$ cat config.mk
export PLATFORM = sky130hd
export DESIGN_NAME = rgb_led_pattern_engine
export DESIGN_NICKNAME = d
export VERILOG_FILES = /design/src/hw/rtl/rgbpe_pkg.sv /design/src/hw/rtl/rgbpe_ctrl.sv /design/src/hw/rtl/rgbpe_dp.sv /design/src/hw/rtl/rgb_led_pattern_engine.sv
export VERILOG_INCLUDE_DIRS = /design/src /design/src/hw/rtl
export SDC_FILE = /design/constraint.sdc
export NUM_CORES = 2
export LEC_CHECK = 0
export ABC_AREA = 1
export BUFFER_PORTS_ARGS = -buffer_cell sky130_fd_sc_hd__buf_2
export CAP_MARGIN = 10
export CORE_MARGIN = 5
export CORE_UTILIZATION = 59
export CTS_CLUSTER_SIZE = 28
export DETAILED_ROUTE_END_ITERATION = 8
export HOLD_SLACK_MARGIN = 0.06
export PLACE_DENSITY_LB_ADDON = 0.15
export SKIP_CTS_REPAIR_TIMING = 1
export SYNTH_ARGS = -nofsm -noshare
export SYNTH_HDL_FRONTEND = slang
export SYNTH_SLANG_ARGS = --single-unit
$ cat constraint.sdc
create_clock -name i_clk -period 9.2 [get_ports i_clk]
set_input_delay 0.92 -clock i_clk [delete_from_list [all_inputs] [get_ports i_clk]]
set_output_delay 0.92 -clock i_clk [all_outputs]
set_load 0.1 [all_outputs]
$ cat src/hw/rtl/rgb_led_pattern_engine_assert.svh
// Assertion macros shared by the pattern engine modules.
// Depends on nothing; each use names its own clock and active-low reset.
`ifndef RGB_LED_PATTERN_ENGINE_ASSERT_SVH
`define RGB_LED_PATTERN_ENGINE_ASSERT_SVH
`ifndef SYNTHESIS
`define RGBPE_ASSERT_IMP(lbl, clk, rst_n, ante, cons) \
    lbl: assert property (@(posedge clk) disable iff (!(rst_n)) (ante) |-> (cons)) \
        else $error("implication check failed");
`define RGBPE_ASSERT_NXT(lbl, clk, rst_n, ante, cons) \
    lbl: assert property (@(posedge clk) disable iff (!(rst_n)) (ante) |=> (cons)) \
        else $error("next-cycle check failed");
`else
`define RGBPE_ASSERT_IMP(lbl, clk, rst_n, ante, cons)
`define RGBPE_ASSERT_NXT(lbl, clk, rst_n, ante, cons)
`endif
`endif

$ cat src/hw/rtl/rgbpe_pkg.sv
// Shared types, codes, constants and helper functions of the pattern engine.
// Depends on nothing.
`timescale 1ns / 1ps
package rgbpe_pkg;

    localparam int unsigned CFG_ADDR_W = 4;
    localparam int unsigned CFG_DATA_W = 16;

    localparam logic [CFG_ADDR_W-1:0] CFG_PATTERN   = 4'd0;
    localparam logic [CFG_ADDR_W-1:0] CFG_PERIOD    = 4'd1;
    localparam logic [CFG_ADDR_W-1:0] CFG_INTENSITY = 4'd2;
    localparam logic [CFG_ADDR_W-1:0] CFG_REVERSE   = 4'd3;

    localparam logic [3:0] PAT_WAVE      = 4'd0;
    localparam logic [3:0] PAT_PULSE     = 4'd1;
    localparam logic [3:0] PAT_CHASE     = 4'd2;
    localparam logic [3:0] PAT_RAINBOW   = 4'd3;
    localparam logic [3:0] PAT_SPARKLE   = 4'd4;
    localparam logic [3:0] PAT_THEATER   = 4'd5;
    localparam logic [3:0] PAT_FIRE      = 4'd6;
    localparam logic [3:0] PAT_COMET     = 4'd7;
    localparam logic [3:0] PAT_HEARTBEAT = 4'd8;
    localparam logic [3:0] PAT_STROBE    = 4'd9;
    localparam logic [3:0] PAT_LAST      = PAT_STROBE;

    localparam logic [15:0] PERIOD_RESET    = 16'd50;
    localparam logic [6:0]  INTENSITY_RESET = 7'd100;
    localparam logic [6:0]  INTENSITY_MAX   = 7'd100;
    localparam logic [31:0] LCG_MUL         = 32'd1103515245;
    localparam logic [31:0] LCG_ADD         = 32'd12345;
    localparam logic [31:0] LCG_SEED_RESET  = 32'h12345678;

    // Reciprocals for exact division of 8-bit values: q = (x * M) >> 16.
    localparam int unsigned RCP_SHIFT = 16;
    localparam logic [15:0] RCP_3  = 16'((65536 + 2) / 3);
    localparam logic [15:0] RCP_10 = 16'((65536 + 9) / 10);
    localparam logic [15:0] RCP_20 = 16'((65536 + 19) / 20);
    localparam logic [15:0] RCP_56 = 16'((65536 + 55) / 56);
    localparam logic [15:0] RCP_76 = 16'((65536 + 75) / 76);

    // Intensity scaling: products below 2^15 divided by 100 as (x * M) >> 22.
    localparam int unsigned PCT_SHIFT = 22;
    localparam logic [15:0] RCP_100 = 16'((4194304 + 99) / 100);

    localparam logic [7:0] SINE_ROM [64] = '{
        8'd128, 8'd140, 8'd152, 8'd165, 8'd176, 8'd188, 8'd198, 8'd208,
        8'd218, 8'd226, 8'd234, 8'd240, 8'd245, 8'd250, 8'd253, 8'd254,
        8'd255, 8'd254, 8'd253, 8'd250, 8'd245, 8'd240, 8'd234, 8'd226,
        8'd218, 8'd208, 8'd198, 8'd188, 8'd176, 8'd165, 8'd152, 8'd140,
        8'd128, 8'd115, 8'd103, 8'd90,  8'd79,  8'd67,  8'd57,  8'd47,
        8'd37,  8'd29,  8'd21,  8'd15,  8'd10,  8'd5,   8'd2,   8'd1,
        8'd0,   8'd1,   8'd2,   8'd5,   8'd10,  8'd15,  8'd21,  8'd29,
        8'd37,  8'd47,  8'd57,  8'd67,  8'd79,  8'd90,  8'd103, 8'd115
    };

    typedef struct packed {
        logic capture;
        logic check;
        logic draw;
        logic apply;
        logic scale;
        logic divide;
        logic pwm;
        logic load_out;
    } t_cmd;

    typedef struct packed {
        logic step_due;
        logic more_draws;
    } t_status;

    // Quotient of an 8-bit value by the constant whose reciprocal is given.
    function automatic logic [7:0] quot8(input logic [7:0] x, input logic [15:0] rcp);
        logic [23:0] prod;
        begin
            prod = {16'd0, x} * {8'd0, rcp};
            quot8 = prod[RCP_SHIFT +: 8];
        end
    endfunction

    // Remainder of an 8-bit value by constant d with reciprocal rcp.
    function automatic logic [7:0] rem8(input logic [7:0] x, input logic [15:0] rcp,
                                        input logic [7:0] d);
        logic [15:0] qd;
        begin
            qd = {8'd0, quot8(x, rcp)} * {8'd0, d};
            rem8 = x - qd[7:0];
        end
    endfunction

    // Remainder by three of a small counter sum.
    function automatic logic [1:0] mod3_small(input logic [2:0] x);
        begin
            case (x)
                3'd0, 3'd3, 3'd6: mod3_small = 2'd0;
                3'd1, 3'd4, 3'd7: mod3_small = 2'd1;
                default:          mod3_small = 2'd2;
            endcase
        end
    endfunction

    function automatic logic [7:0] sat_sub(input logic [7:0] x, input logic [7:0] amt);
        begin
            sat_sub = (x > amt) ? (x - amt) : 8'd0;
        end
    endfunction

endpackage

$ cat src/hw/rtl/rgbpe_ctrl.sv
// Sequencer of the pattern engine: handshakes and the per-item step order.
// Depends on rgbpe_pkg and the assertion macro header.
`timescale 1ns / 1ps
`include "rgb_led_pattern_engine_assert.svh"
module rgbpe_ctrl
    import rgbpe_pkg::*;
(
    input  logic    i_clk,
    input  logic    i_rst_n,
    input  logic    i_valid,
    output logic    o_ready,
    output logic    o_valid,
    input  logic    i_ready,
    input  t_status i_status,
    output t_cmd    o_cmd
);

    typedef enum logic [3:0] {
        S_IDLE, S_CMP, S_DCHK, S_DRAW, S_APPLY, S_MUL, S_DIV, S_PWM, S_DONE
    } t_state;

    t_state r_state;
    logic   r_in_ready;
    logic   r_out_valid;
    logic   slot_free;

    assign slot_free = !r_out_valid || i_ready;
    assign o_ready   = r_in_ready;
    assign o_valid   = r_out_valid;

    always_comb begin
        o_cmd          = '0;
        o_cmd.capture  = i_valid && r_in_ready;
        o_cmd.check    = (r_state == S_CMP);
        o_cmd.draw     = (r_state == S_DRAW);
        o_cmd.apply    = (r_state == S_APPLY);
        o_cmd.scale    = (r_state == S_MUL);
        o_cmd.divide   = (r_state == S_DIV);
        o_cmd.pwm      = (r_state == S_PWM);
        o_cmd.load_out = (r_state == S_DONE) && slot_free;
    end

    always_ff @(posedge i_clk) begin
        if (!i_rst_n) begin
            r_state     <= S_IDLE;
            r_in_ready  <= 1'b1;
            r_out_valid <= 1'b0;
        end else begin
            if (o_cmd.load_out) begin
                r_out_valid <= 1'b1;
            end else if (i_ready) begin
                r_out_valid <= 1'b0;
            end
            case (r_state)
                S_IDLE: begin
                    if (o_cmd.capture) begin
                        r_in_ready <= 1'b0;
                        r_state    <= S_CMP;
                    end
                end
                S_CMP:   r_state <= i_status.step_due ? S_DCHK : S_DONE;
                S_DCHK:  r_state <= i_status.more_draws ? S_DRAW : S_APPLY;
                S_DRAW:  r_state <= S_DCHK;
                S_APPLY: r_state <= S_MUL;
                S_MUL:   r_state <= S_DIV;
                S_DIV:   r_state <= S_PWM;
                S_PWM:   r_state <= S_DONE;
                S_DONE: begin
                    if (slot_free) begin
                        r_in_ready <= 1'b1;
                        r_state    <= S_IDLE;
                    end
                end
                default: r_state <= S_IDLE;
            endcase
        end
    end

    `RGBPE_ASSERT_NXT(a_busy_after_accept, i_clk, i_rst_n, o_cmd.capture, !r_in_ready)
    `RGBPE_ASSERT_IMP(a_ready_only_idle, i_clk, i_rst_n, r_in_ready, r_state == S_IDLE)
    `RGBPE_ASSERT_NXT(a_load_sets_valid, i_clk, i_rst_n, o_cmd.load_out, r_out_valid)

endmodule

$ cat src/hw/rtl/rgbpe_dp.sv
// Datapath of the pattern engine: configuration, pattern state, LCG,
// intensity scaling, dithered PWM and the result register.
// Depends on rgbpe_pkg and the assertion macro header.
`timescale 1ns / 1ps
`include "rgb_led_pattern_engine_assert.svh"
module rgbpe_dp
    import rgbpe_pkg::*;
(
    input  logic                  i_clk,
    input  logic                  i_rst_n,
    input  logic                  i_cfg_we,
    input  logic [CFG_ADDR_W-1:0] i_cfg_addr,
    input  logic [CFG_DATA_W-1:0] i_cfg_wdata,
    input  logic [31:0]           i_tick_now,
    input  t_cmd                  i_cmd,
    output t_status               o_status,
    output logic                  o_stepped,
    output logic [7:0]            o_red_level,
    output logic [7:0]            o_green_level,
    output logic [7:0]            o_blue_level,
    output logic                  o_red_pin,
    output logic                  o_green_pin,
    output logic                  o_blue_pin
);

    logic [3:0]  r_pattern;
    logic [15:0] r_period;
    logic [6:0]  r_pct;
    logic        r_rev;
    logic [31:0] r_tick, r_last, r_seed;
    logic [1:0]  r_phase, r_sub;
    logic [5:0]  r_pos;
    logic [7:0]  r_lvl [3];
    logic [14:0] r_prod [3];
    logic [7:0]  r_scaled [3];
    logic [7:0]  r_draw [3];
    logic [1:0]  r_draw_cnt;
    logic [7:0]  r_pwm;
    logic [3:0]  r_dither;
    logic [2:0]  r_pins;
    logic        r_stepped;

    logic [7:0]  n_lvl [3];
    logic [1:0]  n_phase, n_sub;
    logic [5:0]  n_pos;
    logic [31:0] n_seed, tick_diff;
    logic [3:0]  n_dither;
    logic [2:0]  n_pins;
    logic [7:0]  sine0, sine1, sine2, h, h3, fade10, v_fire, hb_v;
    logic [5:0]  p21, p42, hb_idx, p_off;
    logic [6:0]  pos_inc;
    logic [1:0]  ph_a, ph_b, ph_next;
    logic        spark_hit;
    logic [8:0]  thr [3];

    // Step check and draw bookkeeping.
    assign tick_diff = r_tick - r_last;
    assign spark_hit = rem8(r_draw[0], RCP_10, 8'd10) < 8'd3;

    always_comb begin
        o_status.step_due   = tick_diff >= {16'd0, r_period};
        o_status.more_draws = 1'b0;
        if (r_pattern == PAT_SPARKLE) begin
            o_status.more_draws = (r_draw_cnt == 2'd0) || (spark_hit && r_draw_cnt != 2'd3);
        end else if (r_pattern == PAT_FIRE) begin
            o_status.more_draws = r_draw_cnt < 2'd2;
        end
    end

    assign n_seed = r_seed * LCG_MUL + LCG_ADD;

    // Pattern step.
    assign p21     = r_pos + 6'd21;
    assign p42     = r_pos + 6'd42;
    assign sine0   = SINE_ROM[r_pos];
    assign sine1   = SINE_ROM[p21];
    assign sine2   = SINE_ROM[p42];
    assign h       = {r_pos, 2'b00};
    assign ph_a    = mod3_small({1'b0, r_phase});
    assign ph_b    = mod3_small({1'b0, r_phase} + 3'd2);
    assign ph_next = mod3_small({1'b0, r_phase} + 3'd1);
    assign pos_inc = {1'b0, r_pos} + 7'd1;
    assign p_off   = r_pos - 6'd15;
    assign v_fire  = 8'd180 + rem8(r_draw[0], RCP_76, 8'd76);

    always_comb begin
        hb_idx = '0;
        hb_v   = 8'd0;
        if (r_pos < 6'd10) begin
            hb_idx = {r_pos[4:0], 1'b0} + {r_pos[3:0], 2'b00};
            hb_v   = SINE_ROM[hb_idx];
        end else if (r_pos >= 6'd15 && r_pos < 6'd25) begin
            hb_idx = {p_off[4:0], 1'b0} + {p_off[3:0], 2'b00};
            hb_v   = SINE_ROM[hb_idx];
        end
    end

    always_comb begin
        for (int i = 0; i < 3; i++) begin
            n_lvl[i] = r_lvl[i];
        end
        n_phase = r_phase;
        n_sub   = r_sub;
        n_pos   = r_pos;
        h3      = 8'd0;
        fade10  = 8'd0;
        case (r_pattern)
            PAT_WAVE: begin
                n_lvl[0] = sine0;
                n_lvl[1] = sine1;
                n_lvl[2] = sine2;
                n_pos    = r_rev ? (r_pos + 6'd63) : (r_pos + 6'd1);
            end
            PAT_PULSE: begin
                for (int i = 0; i < 3; i++) begin
                    n_lvl[i] = sine0;
                end
                n_pos = r_pos + 6'd1;
            end
            PAT_CHASE: begin
                for (int i = 0; i < 3; i++) begin
                    if (ph_a == 2'(i)) begin
                        n_lvl[i] = 8'd255;
                    end else if (ph_b == 2'(i)) begin
                        n_lvl[i] = 8'd64;
                    end else begin
                        n_lvl[i] = 8'd0;
                    end
                end
                n_phase = r_rev ? mod3_small({1'b0, r_phase} + 3'd2) : ph_next;
            end
            PAT_RAINBOW: begin
                if (h < 8'd85) begin
                    h3 = h * 8'd3;
                    n_lvl[0] = 8'd255 - h3;
                    n_lvl[1] = h3;
                    n_lvl[2] = 8'd0;
                end else if (h < 8'd170) begin
                    h3 = (h - 8'd85) * 8'd3;
                    n_lvl[0] = 8'd0;
                    n_lvl[1] = 8'd255 - h3;
                    n_lvl[2] = h3;
                end else begin
                    h3 = (h - 8'd170) * 8'd3;
                    n_lvl[0] = h3;
                    n_lvl[1] = 8'd0;
                    n_lvl[2] = 8'd255 - h3;
                end
                n_pos = r_pos + 6'd1;
            end
            PAT_SPARKLE: begin
                fade10 = 8'd200 + rem8(r_draw[2], RCP_56, 8'd56);
                for (int i = 0; i < 3; i++) begin
                    n_lvl[i] = sat_sub(r_lvl[i], 8'd10);
                    if (spark_hit && rem8(r_draw[1], RCP_3, 8'd3) == 8'(i)) begin
                        n_lvl[i] = fade10;
                    end
                end
            end
            PAT_THEATER: begin
                for (int i = 0; i < 3; i++) begin
                    n_lvl[i] = (r_phase == 2'(i)) ? 8'd255 : 8'd0;
                end
                n_phase = ph_next;
                if (ph_next == 2'd0) begin
                    n_sub = mod3_small({1'b0, r_sub} + 3'd1);
                    if (n_sub == 2'd0) begin
                        for (int i = 0; i < 3; i++) begin
                            n_lvl[i] = 8'd128;
                        end
                    end
                end
            end
            PAT_FIRE: begin
                if (rem8(r_draw[1], RCP_20, 8'd20) == 8'd0) begin
                    n_lvl[0] = 8'd255;
                    n_lvl[1] = 8'd128;
                end else begin
                    n_lvl[0] = v_fire;
                    n_lvl[1] = quot8(v_fire, RCP_3);
                end
                n_lvl[2] = 8'd0;
            end
            PAT_COMET: begin
                for (int i = 0; i < 3; i++) begin
                    n_lvl[i] = (ph_a == 2'(i)) ? 8'd255 : sat_sub(r_lvl[i], 8'd20);
                end
                n_phase = ph_next;
            end
            PAT_HEARTBEAT: begin
                n_lvl[0] = hb_v;
                n_lvl[1] = 8'd0;
                n_lvl[2] = {3'd0, hb_v[7:3]};
                n_pos    = (pos_inc >= 7'd50) ? 6'(pos_inc - 7'd50) : pos_inc[5:0];
            end
            PAT_STROBE: begin
                for (int i = 0; i < 3; i++) begin
                    n_lvl[i] = r_phase[0] ? 8'd255 : 8'd0;
                end
                n_phase = (r_phase == 2'd0) ? 2'd1 : 2'd0;
            end
            default: ;
        endcase
    end

    // Dithered PWM compare; the dither counter advances by one each step.
    assign n_dither = r_dither + 4'd1;
    always_comb begin
        thr[0] = {1'b0, r_scaled[0] + ((n_dither < 4'd8)  ? 8'd1 : 8'd0)};
        thr[1] = {1'b0, r_scaled[1] + ((n_dither < 4'd4)  ? 8'd1 : 8'd0)};
        thr[2] = {1'b0, r_scaled[2] + ((n_dither < 4'd12) ? 8'd1 : 8'd0)};
        for (int i = 0; i < 3; i++) begin
            n_pins[i] = thr[i] > {1'b0, r_pwm};
        end
    end

    always_ff @(posedge i_clk) begin
        if (!i_rst_n) begin
            r_pattern  <= PAT_WAVE;
            r_period   <= PERIOD_RESET;
            r_pct      <= INTENSITY_RESET;
            r_rev      <= 1'b0;
            r_last     <= '0;
            r_phase    <= '0;
            r_sub      <= '0;
            r_pos      <= '0;
            r_seed     <= LCG_SEED_RESET;
            r_pwm      <= '0;
            r_dither   <= '0;
            r_pins     <= '0;
            r_draw_cnt <= '0;
            for (int i = 0; i < 3; i++) begin
                r_lvl[i]    <= '0;
                r_scaled[i] <= '0;
            end
        end else begin
            if (i_cfg_we) begin
                case (i_cfg_addr)
                    CFG_PATTERN: begin
                        if (i_cfg_wdata[3:0] <= PAT_LAST) begin
                            r_pattern <= i_cfg_wdata[3:0];
                            r_phase   <= '0;
                            r_sub     <= '0;
                            r_pos     <= '0;
                        end
                    end
                    CFG_PERIOD:    r_period <= i_cfg_wdata;
                    CFG_INTENSITY: begin
                        if (i_cfg_wdata[6:0] <= INTENSITY_MAX) begin
                            r_pct <= i_cfg_wdata[6:0];
                        end
                    end
                    CFG_REVERSE:   r_rev <= i_cfg_wdata[0];
                    default: ;
                endcase
            end
            if (i_cmd.capture) begin
                r_draw_cnt <= '0;
            end
            if (i_cmd.draw) begin
                r_seed     <= n_seed;
                r_draw_cnt <= r_draw_cnt + 2'd1;
            end
            if (i_cmd.apply) begin
                r_last  <= r_tick;
                r_phase <= n_phase;
                r_sub   <= n_sub;
                r_pos   <= n_pos;
                for (int i = 0; i < 3; i++) begin
                    r_lvl[i] <= n_lvl[i];
                end
            end
            if (i_cmd.divide) begin
                for (int i = 0; i < 3; i++) begin
                    r_scaled[i] <= 8'(({16'd0, r_prod[i]} * {15'd0, RCP_100}) >> PCT_SHIFT);
                end
            end
            if (i_cmd.pwm) begin
                r_dither <= n_dither;
                r_pins   <= n_pins;
                r_pwm    <= r_pwm + 8'd1;
            end
        end
    end

    // Payload registers without reset.
    always_ff @(posedge i_clk) begin
        if (i_cmd.capture) begin
            r_tick <= i_tick_now;
        end
        if (i_cmd.check) begin
            r_stepped <= o_status.step_due;
        end
        if (i_cmd.draw) begin
            case (r_draw_cnt)
                2'd0:    r_draw[0] <= n_seed[23:16];
                2'd1:    r_draw[1] <= n_seed[23:16];
                default: r_draw[2] <= n_seed[23:16];
            endcase
        end
        if (i_cmd.scale) begin
            for (int i = 0; i < 3; i++) begin
                r_prod[i] <= {7'd0, r_lvl[i]} * {8'd0, r_pct};
            end
        end
        if (i_cmd.load_out) begin
            o_stepped     <= r_stepped;
            o_red_level   <= r_scaled[0];
            o_green_level <= r_scaled[1];
            o_blue_level  <= r_scaled[2];
            o_red_pin     <= r_pins[0];
            o_green_pin   <= r_pins[1];
            o_blue_pin    <= r_pins[2];
        end
    end

    `RGBPE_ASSERT_IMP(a_pattern_legal, i_clk, i_rst_n, 1'b1, r_pattern <= PAT_LAST)
    `RGBPE_ASSERT_IMP(a_phase_legal, i_clk, i_rst_n, 1'b1, r_phase != 2'd3)
    `RGBPE_ASSERT_NXT(a_draw_advances, i_clk, i_rst_n, i_cmd.draw, r_seed != $past(r_seed) || r_draw_cnt != $past(r_draw_cnt))

endmodule

$ cat src/hw/rtl/rgb_led_pattern_engine.sv
// Top level of the RGB LED pattern engine: sequencer plus datapath.
// Depends on rgbpe_pkg, rgbpe_ctrl and rgbpe_dp.
//
//   Channel   Handshake             Payload
//   input     i_valid / o_ready     i_tick_now
//   result    o_valid / i_ready     o_stepped, o_*_level, o_*_pin
//   config    i_cfg_we (no wait)    i_cfg_addr, i_cfg_wdata
//
// An item whose tick is not yet due passes only the check and done states.
// A due item also passes the apply, scale, divide and PWM states, and a
// draw and a check state per LCG draw (up to three for sparkle, two for
// fire), since the draws share one 32-bit multiplier.
// Reset is synchronous and active low; there is no clearing pass.
// A stalled result holds the sequencer in its last state until taken.
`timescale 1ns / 1ps
module rgb_led_pattern_engine
    import rgbpe_pkg::*;
(
    input  logic                  i_clk,
    input  logic                  i_rst_n,
    input  logic                  i_valid,
    output logic                  o_ready,
    input  logic [31:0]           i_tick_now,
    output logic                  o_valid,
    input  logic                  i_ready,
    output logic                  o_stepped,
    output logic [7:0]            o_red_level,
    output logic [7:0]            o_green_level,
    output logic [7:0]            o_blue_level,
    output logic                  o_red_pin,
    output logic                  o_green_pin,
    output logic                  o_blue_pin,
    input  logic                  i_cfg_we,
    input  logic [CFG_ADDR_W-1:0] i_cfg_addr,
    input  logic [CFG_DATA_W-1:0] i_cfg_wdata
);

    t_cmd    cmd;
    t_status status;

    // The sequencer walks check, draws, pattern update, scale and PWM.
    rgbpe_ctrl u_ctrl (
        .i_clk    (i_clk),
        .i_rst_n  (i_rst_n),
        .i_valid  (i_valid),
        .o_ready  (o_ready),
        .o_valid  (o_valid),
        .i_ready  (i_ready),
        .i_status (status),
        .o_cmd    (cmd)
    );

    // The datapath holds the data registers of the engine and the result item.
    rgbpe_dp u_dp (
        .i_clk         (i_clk),
        .i_rst_n       (i_rst_n),
        .i_cfg_we      (i_cfg_we),
        .i_cfg_addr    (i_cfg_addr),
        .i_cfg_wdata   (i_cfg_wdata),
        .i_tick_now    (i_tick_now),
        .i_cmd         (cmd),
        .o_status      (status),
        .o_stepped     (o_stepped),
        .o_red_level   (o_red_level),
        .o_green_level (o_green_level),
        .o_blue_level  (o_blue_level),
        .o_red_pin     (o_red_pin),
        .o_green_pin   (o_green_pin),
        .o_blue_pin    (o_blue_pin)
    );

endmodule
## Word-level counts from Yosys, hierarchy flattened

Memories as Yosys holds them, arrays and structs flattened.
Cells that the tools add are included.
Widths: inputs -> output; s select.

| cells by class | value |
|---|---|
| order comparisons | 28 |
| reduce and logical (&&, ||, !) cells | 51 |
| bitwise gates (word level) | 11 |
| add/subtract/negate cells | 38 |
| multiply operators | 21 |
| equal/unequal tests | 52 |
| muxes and demuxes | 110 |

Operator list:

| kind | count |
|---|---|
| $mux 8 | 39 |
| $pmux 24 s10 | 1 |
| $mux 24 | 4 |
| $mul 15x13->27 const B | 3 |
| $mul 8x7->15 | 3 |
| $mul 8x14->22 const B | 2 |
| $mul 8x12->20 const B | 2 |
| $sub 8x8->8 | 5 |
| $mux 6 | 6 |
| $pmux 4 s9 | 1 |
| $ge 7x7->1 const B | 5 |
| $not 6->7 | 5 |
| $add 32x14->32 const B | 1 |
| $eq 4x3->1 const B | 8 |
| $ge 32x16->1 | 1 |
| $mul 32x31->32 const B | 1 |
| $sub 32x32->32 | 1 |
| $mux 1 | 30 |
| $mux 2 | 14 |
| $eq 3x3->1 const B | 9 |
| $add 8x8->8 | 3 |
| $eq 4x2->1 const B | 6 |
| $gt 8x4->1 const B | 3 |
| $gt 8x5->1 const B | 3 |
| 75 further kinds | 155 |

| storage, ports and cells | value |
|---|---|
| input bits | 57 |
| ROM bits | 2560 |
| output and inout bits | 30 |
| RAM bits | 117 |
| memories | 9 |
| logic and storage cells | 345 |
| flip-flop bits (word level) | 186 |

Memories:

| name | depth | bits a word | rd ports | clocked after memory_dff | write ports | RTL line | RTL |
|---|---|---|---|---|---|---|---|
| (no name shown) | 64 | 8 | 1 | 0 | 0 | rgbpe_dp.sv:76 | `assign sine1 = SINE_ROM[p21];` |
| (no name shown) | 64 | 8 | 1 | 0 | 0 | rgbpe_dp.sv:77 | `assign sine2 = SINE_ROM[p42];` |
| (no name shown) | 64 | 8 | 1 | 0 | 0 | rgbpe_dp.sv:91 | `hb_v = SINE_ROM[hb_idx];` |
| (no name shown) | 64 | 8 | 1 | 0 | 0 | rgbpe_dp.sv:94 | `hb_v = SINE_ROM[hb_idx];` |
| (no name shown) | 64 | 8 | 1 | 0 | 0 | rgbpe_dp.sv:75 | `assign sine0 = SINE_ROM[r_pos];` |
| u_dp.r_prod | 3 | 15 | 3 | 0 | 3 | rgbpe_dp.sv:34 | `logic [14:0] r_prod [3];` |
| 3 more memories | - | - | - | - | - | - |  |

## Longest topological paths before layout

| logic depth | value |
|---|---|
| word-level depth | 12 |
| gate-level depth with buffers | 54 |
| gate-level depth less buffers | 54 |

## By module

A second synthesis with hierarchy kept.

| unflattened totals | value |
|---|---|
| cells, all modules | 5994 |
| area total of the unflattened synthesis | 49776.5 um^2 |

Modules (own cells, without submodules):

| module | seq. area each (um^2) | area an instance (um^2) | cells an instance | times used |
|---|---|---|---|---|
| rgbpe_dp | 7567.3 | 49394.9 | 5928 | 1 |
| rgbpe_ctrl | 120.1 | 381.6 | 66 | 1 |

## Worst setup path after synthesis

Ideal clock, no wire load.

| timing path | value |
|---|---|
| path kind | flip-flop to flip-flop |
| from | memory u_dp.r_draw[0][6] |
| to | memory u_dp.r_lvl[1][4], in the netlist u_dp.r_lvl[0][12], data pin |
| arrival time | 9.402 ns |
| library setup time | 0.249 ns |
| clock period less this slack | 9.651 ns |
| required time | 8.951 ns |
| buffers on the path | 0 |
| slack | -0.451 ns |
| cell stages (with the launch flop) | 55 |
| cells stage by stage | edfxtp_1 -> fa_1 -> inv_1 -> fa_1 -> fa_1 -> fa_1 -> inv_1 -> ha_1 -> nand2_1 -> inv_1 -> nand4_1 -> o211ai_1 -> a21oi_1 -> or3_1 -> nand2_1 -> nand2_1 -> nand2_1 -> inv_1 -> (+19 left out) -> fa_1 -> ha_1 -> nand2_1 -> a21oi_1 -> a211oi_1 -> a21boi_0 -> inv_1 -> nand2_1 -> nand2_1 -> nand2_1 -> nand2_1 -> nand2_1 -> nand2_1 -> xor2_1 -> nand3_1 -> nand3_1 -> nand2_1 -> inv_1 |

RTL lines:

| item | RTL line | RTL |
|---|---|---|
| start, declared | rgbpe_dp.sv:36 | `logic [7:0] r_draw [3];` |
| end, declared | rgbpe_dp.sv:33 | `logic [7:0] r_lvl [3];` |

==> flow_summary.yaml <==
die:
  rows: 107
  coreArea_mm2: 0.0854
  die_height_um: 304
  ioPinCount: 87
  fp.dieW_um: 304
  die-area_mm2: 0.0923
  initial_core_util_pct: 59.7
worst_setup_path:
  path_max_fanout: 2
  start_kind: "flip-flop"
  crit_path_start: "u_dp.r_draw[0][7]"
  cp_slowest_cell: "fa_1"
  path_class: "flip-flop to flip-flop"
  slowest_delay_ns: 0.58
  end_kind: "flip-flop"
  r2r-start: "u_dp.r_draw[0][7]"
  arrival_ns: 10.07
  crit_required_ns: 9.55
outcome:
  status: "finished, violations left"
  violations: "setup timing"
final_layout:
  layout.nets: 7897
  fill_cells: 7567
  drive_gt1_share_pct: 6.73
  area_delta_synth_final_pct: 7.63
sta:
  skew_ns: 0.0301
  rsz0062_at_grt: "yes"
  max_freq_mhz: 103
  fin_crit_sh_pct: 106
  setup_viol: 7
  hold_viol: 0
  fin_ws_ns: -0.524
  drv_slew: 0
  tightest_slew_ns: 1.14
  setup_tns_ns: -3.34
  slew-limit-headroom_pct: 23.3
  period_needed_ns: 9.72
global_route:
  antenna_found_initial: 0
  grt_overflow: 0
  grt_pass1_vias: 41847
  grt_usage_pct: 27.6
  grt_max_degree: 51
  grt_pass1_wl_mm: 212
routing:
  routedWlPerCell_um: 17.2
  ant_nets: 0
  dr.pass1.iters: 6
  drt_wl_total_mm: 129
  drtIter0Drc: 2768
  drc_errors: 0
  vias: 41300
  viasPerCell: 5.49
logic_synthesis:
  synthFlopType: "edfxtp_1"
  synthSimpleGateAreaFrac_pct: 13.5
  synthAdderAreaFrac_pct: 44.2
  synth_top_area_share_pct: 24.3
  postSynthNetCount: 7771
  synthTopCellsByArea: "ha_1 24%, fa_1 20%, inv_1 11%"
  yosys_warnings: 0
  yosys.area_share.xor_xnor_pct: 3.77
  muxShareOfSynthArea_pct: 0.0196
  async_flop_share_pct: 0
  synth_top_family_by_area: "adder cells"
  synth.distinct_cells: 82
  synth.cell_area_mm2: 0.0510
  synth_compound_area_share_pct: 11.4
  yosysTopAreaCell: "ha_1"
  yosysSeqAreaShare_pct: 15.1
  synth_cells: 6218
  syn_avg_cell_area_um2: 8.19
  synth_edf_count: 178
  ys_seq_elements: 295
flow_run:
  cap_violations: 0
clock_tree:
  htree_num_levels: 2
  clk_root_buffer_cell: "clkbuf_16"
  cts_tree: "yes"
  cts.clk_slew.worst_paths_ns: 0.07
  cts.path.max_buffers: 3
  clk_latency_ns: 0.58
  clock-sinks: 295
  cts_buffers: 39
place:
  hpwlAfterDp_mm: 108
  io_buffers: 86
  gp_congestion: 1.01
worst_hold_path:
  hold_class: "flip-flop to flip-flop"
  hp-start: "u_dp.r_pins[1]"
## cell usage after synthesis, types with 20 or more instances
cell	count
a211oi_1	23
nor2_1	324
buf_2	21
nand3_1	177
or2_2	20
o21ai_0	298
nor3_1	62
inv_1	1472
xnor2_1	61
clkbuf_1	86
nor4_1	25
o21bai_1	26
a31oi_1	28
edfxtp_1	178
xor2_1	153
a21oi_1	421
ha_1	990
nand4_1	46
dfxtp_1	117
nand2_1	846
o21ai_1	23
fa_1	506
o211ai_1	47
## registers in the layout (all words and copies together) (netlist names), 16 cells and up
| signal | flops |
|---|---|
| u_dp.r_period | 16 |
| u_dp.r_lvl | 24 |
| u_dp.r_tick | 32 |
| u_dp.r_seed | 24 |
| u_dp.r_draw | 24 |
| u_dp.r_scaled | 24 |
| u_dp.r_prod | 45 |
| u_dp.r_last | 32 |
## worst max-delay path: cells and delay by family, from the launching register on
kind                     cells  cell delay, ns
adder cells (fa/ha/maj)     13            5.10
AND/OR/NAND/NOR             20            1.93
XOR/XNOR                     3            0.43
AO/OA/AOI/OAI                8            1.13
flip-flops                   1            0.41
buffers and inverters       10            0.46
## final timing paths
path	to	slack, ns	depth (start not counted)
max	u_dp.r_lvl[0][12]	-0.52	54
min	u_dp.o_green_pin	0.44	0
max reg2reg	u_dp.r_lvl[0][12]	-0.52	54
min reg2reg	u_dp.o_green_pin	0.44	0
## cell usage in the layout, fill, tap and decap left out, types with 9 or more instances in the layout
cell and count:
inv_1 1462, ha_1 982, nand2_1 837, fa_1 504, a21oi_1 417, nor2_1 317
o21ai_0 294, edfxtp_1 178, nand3_1 174, xor2_1 152, buf_4 117, dfxtp_1 117
buf_2 86, nor3_1 61, xnor2_1 60, o211ai_1 47, nand4_1 46, clkbuf_16 39
a31oi_1 27, o21bai_1 26, inv_2 24, o21ai_1 23, a211oi_1 22, nor4_1 22
a21o_1 19, nand3b_1 18, or2_2 18, nand2_2 17, o31ai_1 17, o22ai_1 13
a21oi_2 11, o21a_1 11, nor2_2 11, nor3b_1 11, o221ai_1 11, o21ai_2 9
clkinv_1 9
## stage by stage
stage | hold WS, ns | worst slack [ns] | utilization [%] | std cells | cell area [um^2]
floorplan | 0.400 | -0.111 | - | 6218 | 51000
global placement | 0.414 | -0.571 | 62.3 | 7442 | 53200
detailed placement | 0.412 | -0.653 | 62.3 | 7442 | 53200
CTS | 0.436 | -0.647 | 63.9 | 7514 | 54600
global route | 0.455 | -1.08 | 64.2 | 7519 | 54800
finish | 0.437 | -0.524 | 64.2 | 7520 | 54800
## layout make-up
class,count,area (um^2),area share (%)
Clock inverter,30,388,0.707
Timing Repair Buffer,204,1320,2.41
Tap cell,1144,1430,2.61
Multi-Input combinational cell,4309,37400,68.2
Antenna cell,1,2.50,0.00456
Inverter,1495,5630,10.3
Sequential cell,295,7690,14.0
Clock buffer,42,987,1.80
## routing by layer
| metal | vias to the layer above | track usage (%) | wire length [um] |
|---|---|---|---|
| li1 | 20260 | - | - |
| met1 | 19682 | 36.4 | 55800 |
| met2 | 1102 | 47.8 | 62000 |
| met3 | 256 | 3.01 | 6370 |
| met4 | 0 | 9.43 | 5080 |
| met5 | - | 0 | 0 |
## cells by family after synthesis
family / Yosys count
buf+inv: 1614
simple gates: 1585
fa+ha+maj: 1496
compound gates: 1010
flops: 295
xor+xnor: 217
mux: 1
Power is left out: the tool's default activity adds up to more than one toggle a clock period on the data nets, which glitch-free logic cannot reach.
